<file path="src/rtl/core/spiral_scan_address_generator_assert.svh">
// ----------------------------------------------------------------------------
// Spiral scan assertion macros
// Concurrent assertion shorthands used by the spiral scan address generator.
// ----------------------------------------------------------------------------
`ifndef SPIRAL_SCAN_ADDRESS_GENERATOR_ASSERT_SVH
`define SPIRAL_SCAN_ADDRESS_GENERATOR_ASSERT_SVH

// The consequent must hold in the same cycle as the antecedent.
`define SSAG_ASSERT_SAME(label, clk, rst_n, ante, cons, msg) \
  label: assert property (@(posedge clk) disable iff (!rst_n) (ante) |-> (cons)) \
    else $error(msg);

// The consequent must hold in the cycle after the antecedent.
`define SSAG_ASSERT_NEXT(label, clk, rst_n, ante, cons, msg) \
  label: assert property (@(posedge clk) disable iff (!rst_n) (ante) |=> (cons)) \
    else $error(msg);

`endif

</file>
<file path="src/rtl/core/ssag_pkg.sv">
// ----------------------------------------------------------------------------
// Spiral scan package
// Shared widths, codes, types and a helper function of the spiral scan block.
// ----------------------------------------------------------------------------
`default_nettype none

package ssag_pkg;

  localparam int unsigned MaxSize = 64;
  localparam int unsigned SizeW   = 7;
  localparam int unsigned PosW    = 6;
  localparam int unsigned RunW    = 7;
  localparam int unsigned CntW    = 12;
  localparam int unsigned AddrW   = 12;
  localparam int unsigned ModeW   = 2;
  localparam int unsigned IdxW    = 2;
  localparam int unsigned CfgW    = 7;
  localparam int unsigned InDataW  = 8;
  localparam int unsigned OutDataW = 40;

  localparam logic [IdxW-1:0] CfgIdxGridSize   = 2'd0;
  localparam logic [IdxW-1:0] CfgIdxSpiralMode = 2'd1;

  typedef enum logic [1:0] {
    HeadRight = 2'd0,
    HeadDown  = 2'd1,
    HeadLeft  = 2'd2,
    HeadUp    = 2'd3
  } head_e;

  typedef enum logic [ModeW-1:0] {
    ModeOutCcw = 2'd0,
    ModeOutCw  = 2'd1,
    ModeInCw   = 2'd2,
    ModeInCcw  = 2'd3
  } mode_e;

  typedef struct packed {
    logic [PosW-1:0] row;
    logic [PosW-1:0] col;
    logic [CntW-1:0] count;
    logic            last;
  } cell_t;

  // Clamps the programmed side length into the supported range.
  function automatic logic [SizeW-1:0] side_len(input logic [SizeW-1:0] size);
    logic [SizeW-1:0] n;
    n = size;
    if (n == '0) begin
      n = SizeW'(1);
    end else if (n > SizeW'(MaxSize)) begin
      n = SizeW'(MaxSize);
    end
    return n;
  endfunction

endpackage

`default_nettype wire

</file>
<file path="src/rtl/core/ssag_walker.sv">
// ----------------------------------------------------------------------------
// Spiral scan walker
// Holds the walk state and works out the next cell on every step request.
// ----------------------------------------------------------------------------
`default_nettype none

module ssag_walker (
  input  wire                                clk_i,
  input  wire                                rst_ni,
  input  wire                                step_i,
  input  wire                                restart_i,
  input  wire logic [ssag_pkg::SizeW-1:0]    size_i,
  input  wire ssag_pkg::mode_e               mode_i,
  output ssag_pkg::cell_t                    cell_o
);

  logic [ssag_pkg::PosW-1:0] row_q, row_d, col_q, col_d, row_mv, col_mv;
  ssag_pkg::head_e           head_q, head_d;
  logic [ssag_pkg::RunW-1:0] run_q, run_d, pos_q, pos_d, pos_inc;
  logic [ssag_pkg::CntW-1:0] cnt_q, cnt_d;
  logic                      active_q, active_d;
  logic [ssag_pkg::SizeW-1:0] half, half_lo, n_m1;
  logic                      even;
  logic                      shorten, lengthen;
  logic [ssag_pkg::CntW:0]   total, cnt_next;
  logic                      last;

  always_comb begin
    half    = size_i >> 1;
    even    = ~size_i[0];
    half_lo = even ? (half - ssag_pkg::SizeW'(1)) : half;
    n_m1    = size_i - ssag_pkg::SizeW'(1);
    pos_inc = pos_q + ssag_pkg::RunW'(1);

    row_mv = row_q;
    col_mv = col_q;
    case (head_q)
      ssag_pkg::HeadRight: col_mv = col_q + ssag_pkg::PosW'(1);
      ssag_pkg::HeadDown:  row_mv = row_q + ssag_pkg::PosW'(1);
      ssag_pkg::HeadLeft:  col_mv = col_q - ssag_pkg::PosW'(1);
      default:             row_mv = row_q - ssag_pkg::PosW'(1);
    endcase

    shorten  = 1'b0;
    lengthen = 1'b0;
    head_d   = ssag_pkg::head_e'(head_q + 2'd1);
    case (mode_i)
      ssag_pkg::ModeOutCcw: begin
        lengthen = (head_q == ssag_pkg::HeadDown) || (head_q == ssag_pkg::HeadUp);
        head_d   = ssag_pkg::head_e'(head_q - 2'd1);
      end
      ssag_pkg::ModeOutCw: begin
        lengthen = (head_q == ssag_pkg::HeadDown) || (head_q == ssag_pkg::HeadUp);
      end
      ssag_pkg::ModeInCw: begin
        shorten = ((head_q == ssag_pkg::HeadRight) && (row_mv != '0)) ||
                  (head_q == ssag_pkg::HeadLeft);
      end
      default: begin
        shorten = (head_q == ssag_pkg::HeadRight) ||
                  ((head_q == ssag_pkg::HeadLeft) &&
                   (row_mv != n_m1[ssag_pkg::PosW-1:0]));
      end
    endcase

    if (restart_i || !active_q) begin
      row_d  = '0;
      col_d  = '0;
      head_d = ssag_pkg::HeadRight;
      run_d  = n_m1;
      pos_d  = '0;
      cnt_d  = '0;
      case (mode_i)
        ssag_pkg::ModeOutCcw: begin
          run_d = ssag_pkg::RunW'(1);
          row_d = half[ssag_pkg::PosW-1:0];
          col_d = half_lo[ssag_pkg::PosW-1:0];
        end
        ssag_pkg::ModeOutCw: begin
          run_d = ssag_pkg::RunW'(1);
          row_d = half_lo[ssag_pkg::PosW-1:0];
          col_d = half_lo[ssag_pkg::PosW-1:0];
        end
        ssag_pkg::ModeInCw: begin
        end
        default: begin
          row_d  = n_m1[ssag_pkg::PosW-1:0];
          col_d  = n_m1[ssag_pkg::PosW-1:0];
          head_d = ssag_pkg::HeadLeft;
        end
      endcase
    end else begin
      row_d = row_mv;
      col_d = col_mv;
      cnt_d = cnt_q + ssag_pkg::CntW'(1);
      run_d = run_q;
      if (pos_inc == run_q) begin
        pos_d = '0;
        if (lengthen) begin
          run_d = run_q + ssag_pkg::RunW'(1);
        end else if (shorten) begin
          run_d = run_q - ssag_pkg::RunW'(1);
        end
      end else begin
        pos_d  = pos_inc;
        head_d = head_q;
      end
    end

    total    = (ssag_pkg::CntW+1)'(size_i) * (ssag_pkg::CntW+1)'(size_i);
    cnt_next = (ssag_pkg::CntW+1)'(cnt_d) + (ssag_pkg::CntW+1)'(1);
    last     = (cnt_next >= total) || (cnt_d == '1);
    active_d = ~last;

    cell_o.row   = row_d;
    cell_o.col   = col_d;
    cell_o.count = cnt_d;
    cell_o.last  = last;
  end

  always_ff @(posedge clk_i or negedge rst_ni) begin
    if (!rst_ni) begin
      row_q    <= '0;
      col_q    <= '0;
      head_q   <= ssag_pkg::HeadRight;
      run_q    <= '0;
      pos_q    <= '0;
      cnt_q    <= '0;
      active_q <= 1'b0;
    end else if (step_i) begin
      row_q    <= row_d;
      col_q    <= col_d;
      head_q   <= head_d;
      run_q    <= run_d;
      pos_q    <= pos_d;
      cnt_q    <= cnt_d;
      active_q <= active_d;
    end
  end

endmodule

`default_nettype wire

</file>
<file path="src/rtl/core/ssag_out.sv">
// ----------------------------------------------------------------------------
// Spiral scan result stage
// Forms the linear address and holds each result until the sink takes it.
// ----------------------------------------------------------------------------
`default_nettype none

module ssag_out (
  input  wire                                  clk_i,
  input  wire                                  rst_ni,
  input  wire                                  load_i,
  input  wire ssag_pkg::cell_t                 cell_i,
  input  wire logic [ssag_pkg::SizeW-1:0]      size_i,
  input  wire                                  ready_i,
  output logic                                 valid_o,
  output logic [ssag_pkg::OutDataW-1:0]        data_o,
  output logic                                 last_o
);

  localparam int unsigned ProdW = ssag_pkg::PosW + ssag_pkg::SizeW;

  logic [ProdW-1:0]           addr_full;
  logic                       valid_q, valid_d;
  logic [ssag_pkg::PosW-1:0]  row_q, col_q;
  logic [ssag_pkg::AddrW-1:0] addr_q;
  logic [ssag_pkg::CntW-1:0]  cnt_q;
  logic                       last_q;

  assign addr_full = ProdW'(cell_i.row) * ProdW'(size_i) + ProdW'(cell_i.col);

  always_comb begin
    valid_d = valid_q;
    if (load_i) begin
      valid_d = 1'b1;
    end else if (ready_i) begin
      valid_d = 1'b0;
    end
  end

  always_ff @(posedge clk_i or negedge rst_ni) begin
    if (!rst_ni) begin
      valid_q <= 1'b0;
    end else begin
      valid_q <= valid_d;
    end
  end

  always_ff @(posedge clk_i) begin
    if (load_i) begin
      row_q  <= cell_i.row;
      col_q  <= cell_i.col;
      addr_q <= addr_full[ssag_pkg::AddrW-1:0];
      cnt_q  <= cell_i.count;
      last_q <= cell_i.last;
    end
  end

  assign valid_o = valid_q;
  assign last_o  = last_q;
  assign data_o  = {(ssag_pkg::OutDataW - 2*ssag_pkg::PosW - ssag_pkg::AddrW
                     - ssag_pkg::CntW)'(0), cnt_q, addr_q, col_q, row_q};

endmodule

`default_nettype wire

</file>
<file path="src/rtl/core/spiral_scan_address_generator.sv">
// ----------------------------------------------------------------------------
// Spiral scan address generator
// One cell per request, result in the cycle after acceptance, one per cycle while the sink is ready.
// The rate is set by the single registered output stage after the walker.
// Reset clears the walk, sets grid size 8 and mode 0; no pass is active.
// ----------------------------------------------------------------------------
`default_nettype none
`include "spiral_scan_address_generator_assert.svh"

module spiral_scan_address_generator (
  input  wire                                   clk_i,
  input  wire                                   rst_ni,
  input  wire                                   cfg_valid_i,
  output logic                                  cfg_ready_o,
  input  wire logic [ssag_pkg::IdxW-1:0]        cfg_index_i,
  input  wire logic [ssag_pkg::CfgW-1:0]        cfg_data_i,
  input  wire                                   s_axis_tvalid,
  output logic                                  s_axis_tready,
  // Fields from bit 0: restart[0], zero fill[7:1].
  input  wire logic [ssag_pkg::InDataW-1:0]     s_axis_tdata,
  output logic                                  m_axis_tvalid,
  input  wire                                   m_axis_tready,
  // Fields from bit 0: cell_row[5:0], cell_col[11:6], cell_address[23:12],
  // sequence_number[35:24], zero fill[39:36].
  output logic [ssag_pkg::OutDataW-1:0]         m_axis_tdata,
  output logic                                  m_axis_tlast
);

  logic [ssag_pkg::SizeW-1:0] grid_size_q, side;
  ssag_pkg::mode_e            spiral_mode_q;
  logic                       step;
  ssag_pkg::cell_t            walk_cell;

  assign cfg_ready_o   = 1'b1;
  assign side          = ssag_pkg::side_len(grid_size_q);
  assign s_axis_tready = ~m_axis_tvalid | m_axis_tready;
  assign step          = s_axis_tvalid & s_axis_tready;

  always_ff @(posedge clk_i or negedge rst_ni) begin
    if (!rst_ni) begin
      grid_size_q   <= ssag_pkg::SizeW'(8);
      spiral_mode_q <= ssag_pkg::ModeOutCcw;
    end else if (cfg_valid_i && cfg_ready_o) begin
      if (cfg_index_i == ssag_pkg::CfgIdxGridSize) begin
        grid_size_q <= cfg_data_i;
      end else if (cfg_index_i == ssag_pkg::CfgIdxSpiralMode) begin
        spiral_mode_q <= ssag_pkg::mode_e'(cfg_data_i[ssag_pkg::ModeW-1:0]);
      end
    end
  end

  ssag_walker u_walker (
    .clk_i     (clk_i),
    .rst_ni    (rst_ni),
    .step_i    (step),
    .restart_i (s_axis_tdata[0]),
    .size_i    (side),
    .mode_i    (spiral_mode_q),
    .cell_o    (walk_cell)
  );

  ssag_out u_out (
    .clk_i   (clk_i),
    .rst_ni  (rst_ni),
    .load_i  (step),
    .cell_i  (walk_cell),
    .size_i  (side),
    .ready_i (m_axis_tready),
    .valid_o (m_axis_tvalid),
    .data_o  (m_axis_tdata),
    .last_o  (m_axis_tlast)
  );

  `SSAG_ASSERT_SAME(a_stall_blocks_input, clk_i, rst_ni,
                    m_axis_tvalid && !m_axis_tready, !s_axis_tready,
                    "input accepted while a result is stalled")
  `SSAG_ASSERT_NEXT(a_step_gives_result, clk_i, rst_ni,
                    step, m_axis_tvalid,
                    "accepted request produced no result")
  `SSAG_ASSERT_NEXT(a_restart_seq_zero, clk_i, rst_ni,
                    step && s_axis_tdata[0], m_axis_tdata[35:24] == 12'd0,
                    "restart did not begin at sequence number zero")

endmodule

`default_nettype wire

</file>
<file path="config.mk">
export PLATFORM = sky130hd
export DESIGN_NAME = spiral_scan_address_generator
export DESIGN_NICKNAME = d
export VERILOG_FILES = /design/src/rtl/core/ssag_pkg.sv /design/src/rtl/core/ssag_walker.sv /design/src/rtl/core/ssag_out.sv /design/src/rtl/core/spiral_scan_address_generator.sv
export VERILOG_INCLUDE_DIRS = /design/src /design/src/rtl/core
export SDC_FILE = /design/constraint.sdc
export NUM_CORES = 1
export LEC_CHECK = 0
export BUFFER_PORTS_ARGS = -buffer_cell sky130_fd_sc_hd__buf_2
export CAP_MARGIN = 0
export CORE_MARGIN = 10
export CORE_UTILIZATION = 64
export CTS_BUF_LIST = sky130_fd_sc_hd__clkbuf_4
export CTS_CLUSTER_SIZE = 10
export DETAILED_ROUTE_END_ITERATION = 8
export PLACE_DENSITY = 0.82
export SYNTH_ARGS = -nofsm -noshare
export SYNTH_HDL_FRONTEND = slang
export SYNTH_HIERARCHICAL = 1
export SYNTH_SLANG_ARGS = --single-unit
</file>
<file path="constraint.sdc">
create_clock -name clk_i -period 9.05 [get_ports clk_i]
set_input_delay 0.4525 -clock clk_i [delete_from_list [all_inputs] [get_ports clk_i]]
set_output_delay 0.4525 -clock clk_i [all_outputs]
set_load 0.05 [all_outputs]
</file>
==> summary.md <==
| Metric | Value |
|---|---|
| Maximum vdd drop | 0.0001460 V |
| Syn avg cell area | 9.444 µm² |
| Worst slew margin | 0.3982 |
| Routability Congestion | 0.8340 |
| Worst-path clk slew | 170 ps |
| Slew @ Worst Pin | 902.7 ps |
| CTS max path bufs | 2 |
| Crit path DAT | 7470 ps |
| Pin count of the biggest net entering global routing | 52 |
| Final WL | 18910 µm |
| Wire length per cell | 16.46 µm |
| First-pass iteration count of the detailed router | 5 |
| Final slew viol count | 0 |
| P_leak | 4.246 nW |
| Commonest non-fill, non-tap cell in the layout | ha_1 |
| Vias per cell | 5.970 |
| Fraction of registers with async set/reset | 0.5795 |
| Drt drc | 0 |
| Crit path capture type | flip-flop |
| First-pass GRT wire length | 32340 µm |
| Starting DRT DRC Count | 443 |
| Vias in the first global route | 6682 |
| HP Class | primary input to asynchronous set/reset pin |
| Port bufs | 53 |
| Count of different cell masters after synthesis | 80 |
| Pwr/cell area | 333.3 nW/µm² |
| Layout Cells excl Fill | 1149 |
| Fin crit share | 0.7915 |
| Core Region | 13350 µm² |
| Most frequent cells in the layout | ha_1, inv_1, nand2_1 |
| Chip height | 137.3 µm |
| CP Max Fanout | 26 |
| Initial antenna violation count | 0 |
| Final hold vios | 0 |
| Nets | 1120 |
| Post-synth EDFFs | 37 |
| Seq/Total Area, Yosys | 0.2714 |
| Max-capacitance violation count | 0 |
| Diodes inserted | 0 |
| # H-tree levels | 3 |
| RSZ-0062 raised after global routing | false |
| Synth-to-Final Area Change | 6.013% |
| Outcome | completed |
| CTS Buf Count | 9 |
| Grt ovf | 0 |
| Clock sink total | 88 |
| Min Tclk post-route | 7163 ps |
| Post-CTS setup buffers | 0 |
| CTS tree | yes |
| Final setup TNS | 0 ps |
| Number of gates resized after cts | 0 |
| Post-synth top flop | dfrtp_1 |
| CTS root buf | clkbuf_4 |
| Via count | 6860 |
| Startpoint Class | flip-flop |
| Fmax | 139.6 MHz |
| Post-CTS Hold Fix Bufs | 0 |
| Ys Warns | 6 |
| Overall global routing resource usage | 0.2119 |
| Placement Rows | 42 |
| Synthesized flop and latch total | 88 |
| Routed Antenna Nets | 0 |
| Initial Util | 0.6594 |
| Skew-Pair Late Insertion Delay | 520 ps |
| Setup violators final | 0 |
| Share of layout cells above drive strength 1 | 0.1367 |
| Critical Path RT | 9350 ps |
| Crit path kind | flip-flop to flip-flop |
| Die Area | 18840 µm² |
| DP Cell Count | 1133 |
| DP Wirelength | 14150 µm |
| Post-Syn Area | 8802 µm² |
| Synth Instances | 932 |
| Boundary pin count | 66 |
| Fin Clk Skew | 20.77 ps |
| DIE WIDTH | 137.3 µm |
-- cells in the mapped netlist, types with 4 or more instances --
cell	instances	share of area
ha_1	89	0.13
edfxtp_1	37	0.13
buf_4	7	0.0060
nor4_1	7	0.0050
inv_1	74	0.032
buf_2	6	0.0034
o22ai_1	8	0.0057
o21ai_0	33	0.019
nor2b_1	24	0.017
nor2_1	42	0.018
o2111ai_1	5	0.0050
a21oi_1	38	0.022
nand2_1	60	0.026
dfrtp_1	50	0.14
nand4_1	5	0.0036
and3_1	8	0.0057
mux2_2	30	0.038
or2_2	4	0.0028
a211oi_1	14	0.012
xor2_1	23	0.023
nor3b_1	5	0.0043
xnor2_1	54	0.054
a31oi_1	12	0.0085
and2_1	47	0.033
o31ai_1	5	0.0043
mux2i_1	9	0.010
o32a_1	5	0.0057
nand2b_1	12	0.0085
o21bai_1	4	0.0034
nor3_1	13	0.0074
nand3_1	37	0.021
a21o_1	15	0.013
or3_1	10	0.0071
clkbuf_1	26	0.011
o2111a_1	4	0.0051
fa_1	41	0.093
nor4b_1	4	0.0040
-- path summary, 6_finish.rpt --
path	slack, ps	start	endpoint	cells past startpoint
worst max register to register	1890	grid_size_q[6]	u_out/addr_q[9]	22
worst min-delay path	40	rst_ni	u_out/valid_o	2
max in group asynchronous	8540	rst_ni	u_walker/row_q[1]	2
worst max-delay path	1890	grid_size_q[6]	u_out/addr_q[9]	22
worst min register to register	520	u_walker/pos_q[6]	u_walker/pos_q[6]	1
min in group clk_i	140	cfg_data_i[6]	grid_size_q[6]	2
-- registers in the layout (all words and copies together) (netlist names) --
| register | count |
|---|---|
| grid_size_q | 7 |
| spiral_mode_q | 2 |
| u_out/addr_q | 12 |
| u_out/cnt_q | 12 |
| u_out/col_q | 6 |
| u_out/last_o | 1 |
| u_out/row_q | 6 |
| u_out/valid_o | 1 |
| u_walker/active_q | 1 |
| u_walker/cnt_q | 12 |
| u_walker/col_q | 6 |
| u_walker/head_q | 2 |
| u_walker/pos_q | 7 |
| u_walker/row_q | 6 |
| u_walker/run_q | 7 |
-- where the power goes --
part / total (mW) / internal [mW] / leakage [nW] / switching, mW
clock: 0.239 / 0.0673 / 0.0800 / 0.172
sequential: 0.668 / 0.569 / 1.01 / 0.0995
combinational: 2.20 / 0.883 / 3.15 / 1.32
total: 3.11 / 1.52 / 4.25 / 1.59
-- per-stage QoR --
step	instance area [µm²]	util	setup slack [ps]	total power, mW	hold slack (ps)
2_1_floorplan	8813	-	1978	2.406	156.9
3_3_place_gp	9188	0.6883	2034	2.768	482.2
3_5_place_dp	9188	0.6883	1922	2.850	491.1
4_1_cts	9331	0.6991	1897	3.106	50.21
5_1_grt	9331	0.6991	1422	3.414	91.67
6_report	9331	0.6991	1887	3.110	45.00
-- area by class of cell --
class                      count  area, µm²
clock inverter                 7      76.32
clock buffer                   9      67.56
timing repair buffer          65      355.3
multi-input combinational    729       5942
sequential                    88       2389
tap                          176      220.2
inverter                      75      281.5
fill                        1066       4016
-- layer usage --
layer | share of wire | wire (µm) | vias up | track usage
li1 | - | - | 3370 | -
met1 | 0.44 | 8270 | 3331 | 0.2689
met2 | 0.50 | 9464 | 133 | 0.3623
met3 | 0.042 | 797 | 26 | 0.02695
met4 | 0.020 | 380 | 0 | 0.07670
met5 | 0 | 0 | - | 0
-- cell families after synthesis --
logic type               Yosys count  synth area share
adder cells (fa/ha/maj)          130            0.2198
multiplexers                      39           0.04861
flip-flops                        88            0.2714
XOR/XNOR                          77           0.07662
AO/OA/AOI/OAI                    182            0.1451
other                              2         0.0008532
buffers and inverters            118           0.05586
AND/OR/NAND/NOR                  296            0.1818
-- critical path, cell delays in order (launching register included) --
cell	delay, ps
dfrtp_1	720
o41ai_2	470
buf_4	330
inv_1	140
ha_1	240
and3_1	220
xnor2_1	220
nor2b_1	140
o21ai_0	90
a31oi_1	710
nand2_1	160
fa_1	530
fa_1	550
inv_1	50
fa_1	540
inv_1	50
fa_1	490
inv_1	40
ha_1	360
and3_4	230
a2111oi_4	410
a21oi_2	100
xor2_1	150
No activity file was read; power rests on OpenSTA's default activity.
